==> config.mk <==
export PLATFORM = sky130hd
export DESIGN_NAME = mode_timer_event_counter_core
export DESIGN_NICKNAME = d
export VERILOG_FILES = /design/src/rtl/mtec_pkg.sv /design/src/rtl/mtec_step.sv /design/src/rtl/mode_timer_event_counter_core.sv
export SDC_FILE = /design/constraint.sdc
export NUM_CORES = 1
export LEC_CHECK = 0
export BUFFER_PORTS_ARGS = -buffer_cell sky130_fd_sc_hd__buf_2
export CAP_MARGIN = 10
export CORE_MARGIN = 3
export CORE_UTILIZATION = 40
export DETAILED_ROUTE_END_ITERATION = 8
export SYNTH_ARGS = -nofsm -noshare
export SYNTH_HDL_FRONTEND = slang
export SYNTH_SLANG_ARGS = --single-unit
==> constraint.sdc <==
create_clock -name clk_i -period 4.6 [get_ports clk_i]
set_input_delay 1.38 -clock clk_i [delete_from_list [all_inputs] [get_ports clk_i]]
set_output_delay 1.38 -clock clk_i [all_outputs]
set_load 0.1 [all_outputs]
==> src/rtl/mtec_pkg.sv <==
// ----------------------------------------------------------------------------
// mtec_pkg
// Types and constants shared by the mode timer / event counter.
// ----------------------------------------------------------------------------
package mtec_pkg;

  localparam int unsigned PRESCALE    = 32;
  localparam int unsigned PrescaleW   = (PRESCALE > 2) ? $clog2(PRESCALE) : 1;

  typedef enum logic [3:0] {
    OP_TICK     = 4'd0,
    OP_STOP     = 4'd1,
    OP_DEC      = 4'd2,
    OP_PULSE    = 4'd3,
    OP_EVENT    = 4'd4,
    OP_LOAD     = 4'd5,
    OP_TIMER    = 4'd6,
    OP_READ     = 4'd7,
    OP_TOG_EN   = 4'd8,
    OP_BRANCH   = 4'd9
  } op_e;

  typedef enum logic [1:0] {
    MODE_NONE  = 2'd0,
    MODE_PULSE = 2'd1,
    MODE_EVENT = 2'd2,
    MODE_TIMER = 2'd3
  } mode_e;

  typedef struct packed {
    logic [7:0]           counter;
    logic [7:0]           reload;
    mode_e                mode;
    logic                 stopped;
    logic [PrescaleW-1:0] prescale;
    logic                 toggle_en;
    logic                 irq;
    logic [3:0]           prev_flags;
    logic                 watched;
  } state_t;

  typedef struct packed {
    logic       flag_choice;
    logic [3:0] ext_flags;
    logic [7:0] load_data;
    logic [3:0] op;
  } item_t;

  typedef struct packed {
    logic       branch_taken;
    logic       q_toggle;
    logic       counter_interrupt;
    logic [7:0] count_value;
  } result_t;

endpackage

==> src/rtl/mtec_step.sv <==
// ----------------------------------------------------------------------------
// mtec_step
// Next-state and result logic for one transfer of the counter/timer.
// ----------------------------------------------------------------------------
module mtec_step (
  input  mtec_pkg::state_t  state_i,
  input  mtec_pkg::item_t   item_i,
  input  logic              variant_later_i,
  output mtec_pkg::state_t  state_o,
  output mtec_pkg::result_t result_o
);

  logic                               cycle_en;
  logic                               dec_req;
  logic                               dec_en;
  logic                               cur_flag;
  logic                               prev_flag;
  logic [mtec_pkg::PrescaleW:0]       pre_nxt;
  logic [7:0]                         cnt_dec;
  logic                               qt;
  logic                               taken;
  mtec_pkg::state_t                   s;

  assign cur_flag  = item_i.ext_flags[state_i.watched];
  assign prev_flag = state_i.prev_flags[state_i.watched];
  assign pre_nxt   = {1'b0, state_i.prescale} + 1'b1;
  assign cnt_dec   = state_i.counter - 8'd1;

  always_comb begin
    s        = state_i;
    cycle_en = 1'b0;
    dec_req  = 1'b0;
    taken    = 1'b0;
    unique case (mtec_pkg::op_e'(item_i.op))
      mtec_pkg::OP_TICK: begin
        cycle_en = 1'b1;
      end
      mtec_pkg::OP_STOP: begin
        s.mode      = mtec_pkg::MODE_NONE;
        s.stopped   = 1'b1;
        s.toggle_en = 1'b0;
        if (variant_later_i) begin
          s.prescale = '0;
        end
      end
      mtec_pkg::OP_DEC: begin
        if (variant_later_i) begin
          dec_req = 1'b1;
        end else begin
          cycle_en = 1'b1;
        end
      end
      mtec_pkg::OP_PULSE, mtec_pkg::OP_EVENT: begin
        s.mode    = (item_i.op == mtec_pkg::OP_PULSE) ? mtec_pkg::MODE_PULSE
                                                      : mtec_pkg::MODE_EVENT;
        s.watched = item_i.flag_choice;
        s.stopped = 1'b0;
      end
      mtec_pkg::OP_LOAD: begin
        if (variant_later_i) begin
          s.reload = item_i.load_data;
          if (state_i.stopped) begin
            s.counter   = item_i.load_data;
            s.irq       = 1'b0;
            s.toggle_en = 1'b0;
          end
        end else begin
          if (state_i.stopped) begin
            s.reload  = item_i.load_data;
            s.counter = item_i.load_data;
          end
          s.irq  = 1'b0;
          s.mode = mtec_pkg::MODE_NONE;
        end
      end
      mtec_pkg::OP_TIMER: begin
        s.mode    = mtec_pkg::MODE_TIMER;
        s.stopped = 1'b0;
      end
      mtec_pkg::OP_TOG_EN: begin
        s.toggle_en = 1'b1;
      end
      mtec_pkg::OP_BRANCH: begin
        if (state_i.irq) begin
          taken       = 1'b1;
          s.irq       = 1'b0;
          s.toggle_en = 1'b0;
        end
      end
      default: begin
      end
    endcase

    // one machine cycle: edge tracker always follows, mode decides the decrement
    if (cycle_en) begin
      s.prev_flags = item_i.ext_flags;
      if (!state_i.stopped) begin
        case (state_i.mode)
          mtec_pkg::MODE_PULSE: begin
            if (cur_flag) begin
              s.stopped = 1'b1;
            end else begin
              dec_req = 1'b1;
            end
          end
          mtec_pkg::MODE_EVENT: begin
            dec_req = prev_flag && !cur_flag;
          end
          mtec_pkg::MODE_TIMER: begin
            if (pre_nxt == (mtec_pkg::PrescaleW+1)'(mtec_pkg::PRESCALE)) begin
              s.prescale = '0;
              dec_req    = 1'b1;
            end else begin
              s.prescale = pre_nxt[mtec_pkg::PrescaleW-1:0];
            end
          end
          default: begin
            dec_req = 1'b1;
          end
        endcase
      end
    end

    dec_en = dec_req && !state_i.stopped;
    qt     = 1'b0;
    if (dec_en) begin
      if (cnt_dec == 8'd0) begin
        s.counter = state_i.reload;
        s.irq     = 1'b1;
        qt        = state_i.toggle_en;
      end else begin
        s.counter = cnt_dec;
      end
    end
  end

  assign state_o                    = s;
  assign result_o.count_value       = s.counter;
  assign result_o.counter_interrupt = s.irq;
  assign result_o.q_toggle          = qt;
  assign result_o.branch_taken      = taken;

endmodule

==> src/rtl/mode_timer_event_counter_core.sv <==
// ----------------------------------------------------------------------------
// mode_timer_event_counter_core
// 8-bit down counter/timer with reload, pulse, event and timer modes.
// ----------------------------------------------------------------------------
// Takes one transfer per clock while the result side keeps up: each input
// transfer is a machine-cycle tick or a counter command, and gives exactly
// one result transfer. An input register feeds a single pass of next-state
// logic whose outputs land in the result register and the counter state
// together, so a transfer passes the input register and then the result
// register. Timer mode decrements once every 32 ticks.
module mode_timer_event_counter_core (
  input  logic        clk_i,
  input  logic        rst_ni,
  input  logic        cfg_we_i,
  input  logic        cfg_wdata_i,
  input  logic        s_axis_tvalid,
  output logic        s_axis_tready,
  // op[3:0], load_data[11:4], ext_flags[15:12], flag_choice[16], zero[23:17]
  input  logic [23:0] s_axis_tdata,
  output logic        m_axis_tvalid,
  input  logic        m_axis_tready,
  // count_value[7:0], counter_interrupt[8], q_toggle[9], branch_taken[10],
  // zero[15:11]
  output logic [15:0] m_axis_tdata
);

  logic              variant_q;
  logic              in_valid_q;
  mtec_pkg::item_t   in_item_q;
  logic              out_valid_q;
  mtec_pkg::result_t out_res_q;
  mtec_pkg::state_t  state_q;
  mtec_pkg::state_t  state_d;
  mtec_pkg::result_t res_d;
  logic              advance;

  assign advance       = in_valid_q && (!out_valid_q || m_axis_tready);
  assign s_axis_tready = !in_valid_q || advance;

  always_ff @(posedge clk_i or negedge rst_ni) begin
    if (!rst_ni) begin
      variant_q <= 1'b0;
    end else if (cfg_we_i) begin
      variant_q <= cfg_wdata_i;
    end
  end

  always_ff @(posedge clk_i or negedge rst_ni) begin
    if (!rst_ni) begin
      in_valid_q <= 1'b0;
    end else if (s_axis_tready) begin
      in_valid_q <= s_axis_tvalid;
    end
  end

  always_ff @(posedge clk_i) begin
    if (s_axis_tready && s_axis_tvalid) begin
      in_item_q <= mtec_pkg::item_t'(s_axis_tdata[16:0]);
    end
  end

  mtec_step u_step (
    .state_i         (state_q),
    .item_i          (in_item_q),
    .variant_later_i (variant_q),
    .state_o         (state_d),
    .result_o        (res_d)
  );

  always_ff @(posedge clk_i or negedge rst_ni) begin
    if (!rst_ni) begin
      state_q.counter    <= 8'd0;
      state_q.reload     <= 8'd0;
      state_q.mode       <= mtec_pkg::MODE_NONE;
      state_q.stopped    <= 1'b1;
      state_q.prescale   <= '0;
      state_q.toggle_en  <= 1'b0;
      state_q.irq        <= 1'b0;
      state_q.prev_flags <= 4'd0;
      state_q.watched    <= 1'b0;
    end else if (advance) begin
      state_q <= state_d;
    end
  end

  always_ff @(posedge clk_i or negedge rst_ni) begin
    if (!rst_ni) begin
      out_valid_q <= 1'b0;
    end else if (advance) begin
      out_valid_q <= 1'b1;
    end else if (m_axis_tready) begin
      out_valid_q <= 1'b0;
    end
  end

  always_ff @(posedge clk_i) begin
    if (advance) begin
      out_res_q <= res_d;
    end
  end

  assign m_axis_tvalid = out_valid_q;
  assign m_axis_tdata  = {5'd0, out_res_q};

endmodule
; ---- Yosys cells after proc, flatten, opt, wreduce, memory -nomap -nowiden
; Index checks and enable logic that the tools add are counted.
[word_totals]
register_bits = 58
input_bits = 30
out_inout_bits = 18
[op_classes]
add_sub_neg = 2
magnitude_cmp = 1
n_eq_ne = 16
n_mux = 42
reduce_logical = 24
[op_table]
columns = operator, n
row1 = $mux W16, 3
row2 = $mux W8, 3
row3 = $mux W1, 20
row4 = $mux W5, 4
row5 = $eq A4 B3 Y1 const B, 3
row6 = $mux W6, 2
row7 = $eq A4 B2 Y1 const B, 2
row8 = $eq A4 B4 Y1 const B, 2
row9 = $logic_not A8 Y1, 1
row10 = $mux W2, 4
row11 = $ne A2 B2 Y1 const B, 4
row12 = $pmux W2 S4, 1
row13 = $reduce_bool A4 Y1, 2
row14 = $sub A8 B1 Y8 const B, 1
row15 = $add A5 B1 Y6 const B, 1
row16 = $eq A6 B6 Y1 const B, 1
row17 = $pmux W1 S2, 3
row18 = $reduce_and A2 Y1, 3
row19 = $reduce_and A3 Y1, 2
row20 = $reduce_and A5 Y1, 1
row21 = $eq A2 B2 Y1 const B, 2
row22 = $eq A4 B1 Y1 const B, 1
row23 = $logic_and A1 B1 Y1, 4
row24 = $logic_not A1 Y1, 4
row25 = other kinds (9), 11

; ---- Depth between registers and ports, before layout
[logic_depth]
ltp_word = 9
mapped_depth = 8
ltp_nobuf = 8

; ---- Hierarchy
; From an unflattened synthesis, not the netlist that was laid out.
[unflattened]
cells_unflattened = 272
area_unflattened_um2 = 3440.8
[by_module_without_submodules]
columns = mod, instances, cells_per_inst, area_each_um2
row1 = mode_timer_event_counter_core, 1, 110, 2292.2
row2 = mtec_step, 1, 162, 1148.6

; ---- Worst setup path before layout
; Ideal clock, no wire load.
[synth_timing]
path_kind = input port to output port
startpoint = in m_axis_tready
endpoint = out s_axis_tready
arrival_time_ns = 2.202
required_time_ns = 3.220
setup_slack_ns = 1.018
path_stages = 1
n_path_buf = 0
cell_sequence = nand3b_1
[synth_via]
elab_chain_cells = 3
[synth_lines]
columns = item, line_no
row1 = start: declaration, mode_timer_event_counter_core.sv:21  ; input logic m_axis_tready,
row2 = $logic_or A1 B1 Y1, mode_timer_event_counter_core.sv:37  ; assign advance = in_valid_q && (!out_valid_q || m_axis_tready);
row3 = $logic_and A1 B1 Y1, mode_timer_event_counter_core.sv:37
row4 = $logic_or A1 B1 Y1, mode_timer_event_counter_core.sv:38  ; assign s_axis_tready = !in_valid_q || advance;
row5 = end: declaration, mode_timer_event_counter_core.sv:17  ; output logic s_axis_tready,
; Every way passes these cells.

; ---- Worst setup path in the final report
; Same ends and word-level chain as after synthesis.

==> impl_metrics.ini <==
[setup_path]
critPathMaxStageDelay_ns = 0.44
r2r_start = state_q[23]
critPathMaxFanout = 3
path_buf_inv = 2
slowest_stage = buf_2
reg2reg_slack_ns = 1.79
arrival_ns = 2.02
start_kind = primary input
crit_type = in2out
cp.required_ns = 3.22
end_kind = output pin
worst_path_most_repeated_cell = buf_2
r2r-end = m_axis_tdata[1]
cp_top_family = buffers and inverters
cp_cell_sequence = buf_2, nand3b_1, buf_2
worstRegToRegCells = 8

[yosys]
synth.avg_cell_area_um2 = 11.1
async_flop_share = 0.552
ys.flop_type = dfrtp_1
synth_cell_type_count = 51
synth_edf_count = 26
netlist_instances = 263
ys_seq_area_frac = 0.543
ys_ff_latch = 58
yosysWarnings = 0
syn_area_um2 = 2910

[finish]
final_core_util = 0.479
final_nets = 332
multiInputGateArea_um2 = 1240
seqCellArea_um2 = 1580
layout-drive-gt1-share = 0.250
diodes = 0
area_growth_pct = 14.0
fillCellCount = 672

[routing]
via_per_inst = 5.26
drt_iter0_drc = 212
vias = 2103
wirelength_um = 5800
firstDrtPassIters = 4
detail-route-antenna-nets = 0
wl_per_cell_um = 14.5
drc_errors = 0

[clocking]
clockRootBuffer = clkbuf_8
cts.sinks = 58
postCtsHoldBufs = 0
post_cts_buffers = 0
path_clk_slew_ns = 0.06
worstSkewPairLatency_ns = 0.33
clockBufferDepth = 2
cts_resized = 0
cts_buffers = 9
htreeDepth = 3
cts_tree = yes

[timing]
worstMarginPinSlew_ns = 0.958
finalCritPeriodShare = 0.740
setup_violations = 0
slew_violations = 0
relSlewSlack = 0.358
fmax_mhz = 294
period_minus_slack_ns = 3.40
tns_ns = 0
grt_setup_unrepaired = false
skew_ns = 0.00723
hold_viol_final = 0

[global_routing]
globalRouteMet1Util = 0.223
grt_start_max_net_pins = 33
track_usage = 0.156
antenna_found_initial = 0
grt_pass1_vias = 2062
grt_pass1_wl_um = 10200
gr-usage-met3 = 0.0315
grt_overflow_total = 0
grt-busiest-layer = met2
use_met2 = 0.224

[worst_hold_path]
min_to = state_q[6]
hold_class = reg2reg
holdPathStages = 2
worstHoldStart = state_q[6]

[floorplanning]
dieArea_um2 = 8340
die_h_um = 91.4
die_x_um = 91.4
start_util = 0.420
core-area_um2 = 6940
fp-row-count = 30
io_pins = 48

[place]
place_congestion = 0.780
numPortBuffers = 33
dp_hpwl_um = 4010

[pwr]
ir_worst_vdd_v = 0.000176
p_leak_nw = 1.34
p_per_area_nw_per_um2 = 511

[run]
drv_cap = 0

[outcome]
status = finished clean
==> synthesized netlist by cell type, types with 2 or more instances <==
master	instances	area, µm²
ha_1	3	37.5
nand2b_1	4	25.0
nand2_1	30	113
dfrtp_1	31	776
inv_1	7	26.3
buf_2	2	10.0
mux2_2	18	203
nor2b_1	4	25.0
or3_1	2	12.5
xnor2_1	2	17.5
nand4b_1	2	17.5
and2_1	2	12.5
buf_4	5	37.5
a21boi_0	2	15.0
edfxtp_1	26	781
o22ai_1	6	37.5
nor3b_1	5	37.5
nand3_1	5	25.0
o21ai_0	20	100
a21o_1	2	15.0
o211ai_1	2	15.0
clkbuf_1	8	30.0
nor4_1	2	12.5
or2_2	2	12.5
o31ai_1	4	30.0
xor2_1	3	26.3
nor3_1	7	35.0
nor2_1	12	45.0
a21oi_1	16	80.1
mux2i_1	8	80.1
==> layout by cell type, fill, tap and decap left out, types with 6 or more instances in the layout <==
master,n
a21oi_1,16
clkbuf_8,10
o21ai_0,20
mux2i_1,8
mux2_2,18
nand2_1,30
buf_2,33
inv_1,7
nor2_1,12
nor3_1,7
o22ai_1,6
edfxtp_1,26
dfrtp_1,31
==> power by group <==
part / internal [mW] / switching (mW) / leakage, nW / total, mW
combinational: 0.178 / 0.368 / 0.602 / 0.545
clock: 0.208 / 0.188 / 0.0872 / 0.396
sequential: 0.657 / 0.0992 / 0.648 / 0.756
total: 1.04 / 0.655 / 1.34 / 1.70
==> worst reg2reg max path, cell delays in order, from the launching register on <==
cell     delay, ns
dfrtp_1       0.45
inv_1         0.15
ha_1          0.23
nor3b_1       0.26
xnor2_1       0.21
nand4_2       0.19
nor4_4        0.65
mux2i_1       0.31
o21ai_1       0.10
==> registers in the layout (all words and copies together) (netlist names) <==
name	flops
state_q	29
in_valid_q	1
m_axis_tdata	11
variant_q	1
in_item_q	15
m_axis_tvalid	1
==> cell families after synthesis <==
family / after synthesis / share of synthesized area
AO/OA/AOI/OAI: 62 / 0.135
XOR/XNOR: 5 / 0.0150
adder cells (fa/ha/maj): 3 / 0.0129
buffers and inverters: 22 / 0.0356
flip-flops: 58 / 0.543
multiplexers: 26 / 0.0970
other: 1 / 0.00129
AND/OR/NAND/NOR: 86 / 0.160
==> through the flow <==
step	hold WS [ns]	total power, mW	cells	instance area [µm²]	setup slack, ns
after floorplan	0.448	1.20	267	2930	1.02
final	0.492	1.70	400	3320	1.20
after CTS	0.493	1.71	400	3320	1.20
after global routing	0.515	1.81	400	3320	1.17
after global placement	0.472	1.30	384	3160	1.21
after detailed placement	0.479	1.31	384	3160	1.20
==> routing by layer <==
layer | routed length (µm) | vias to the layer above | share of wire
met1 | 2930 | 1006 | 0.51
met3 | 304 | 5 | 0.052
met4 | 51 | 0 | 0.0088
met2 | 2510 | 59 | 0.43
met5 | 0 | - | 0
li1 | - | 1033 | -
==> cell type report <==
class	instances	share of cell area
inverters	7	0.00791
repair buffers	36	0.0565
flip-flops and latches	58	0.476
well taps	96	0.0361
multi-input cells	187	0.374
clock buffers	13	0.0448
clock inverters	3	0.00452
==> how the worst max path moves through the flow <==
stage / start / to / slack [ns] / depth (start not counted)
2_1_floorplan: m_axis_tready / s_axis_tready / 1.02 / 1
3_3_place_gp: m_axis_tready / s_axis_tready / 1.21 / 3
3_5_place_dp: m_axis_tready / s_axis_tready / 1.20 / 3
4_1_cts: m_axis_tready / s_axis_tready / 1.20 / 3
5_1_grt: m_axis_tready / s_axis_tready / 1.17 / 3
6_report: m_axis_tready / s_axis_tready / 1.20 / 3
Power figures use the tool's default switching activity.
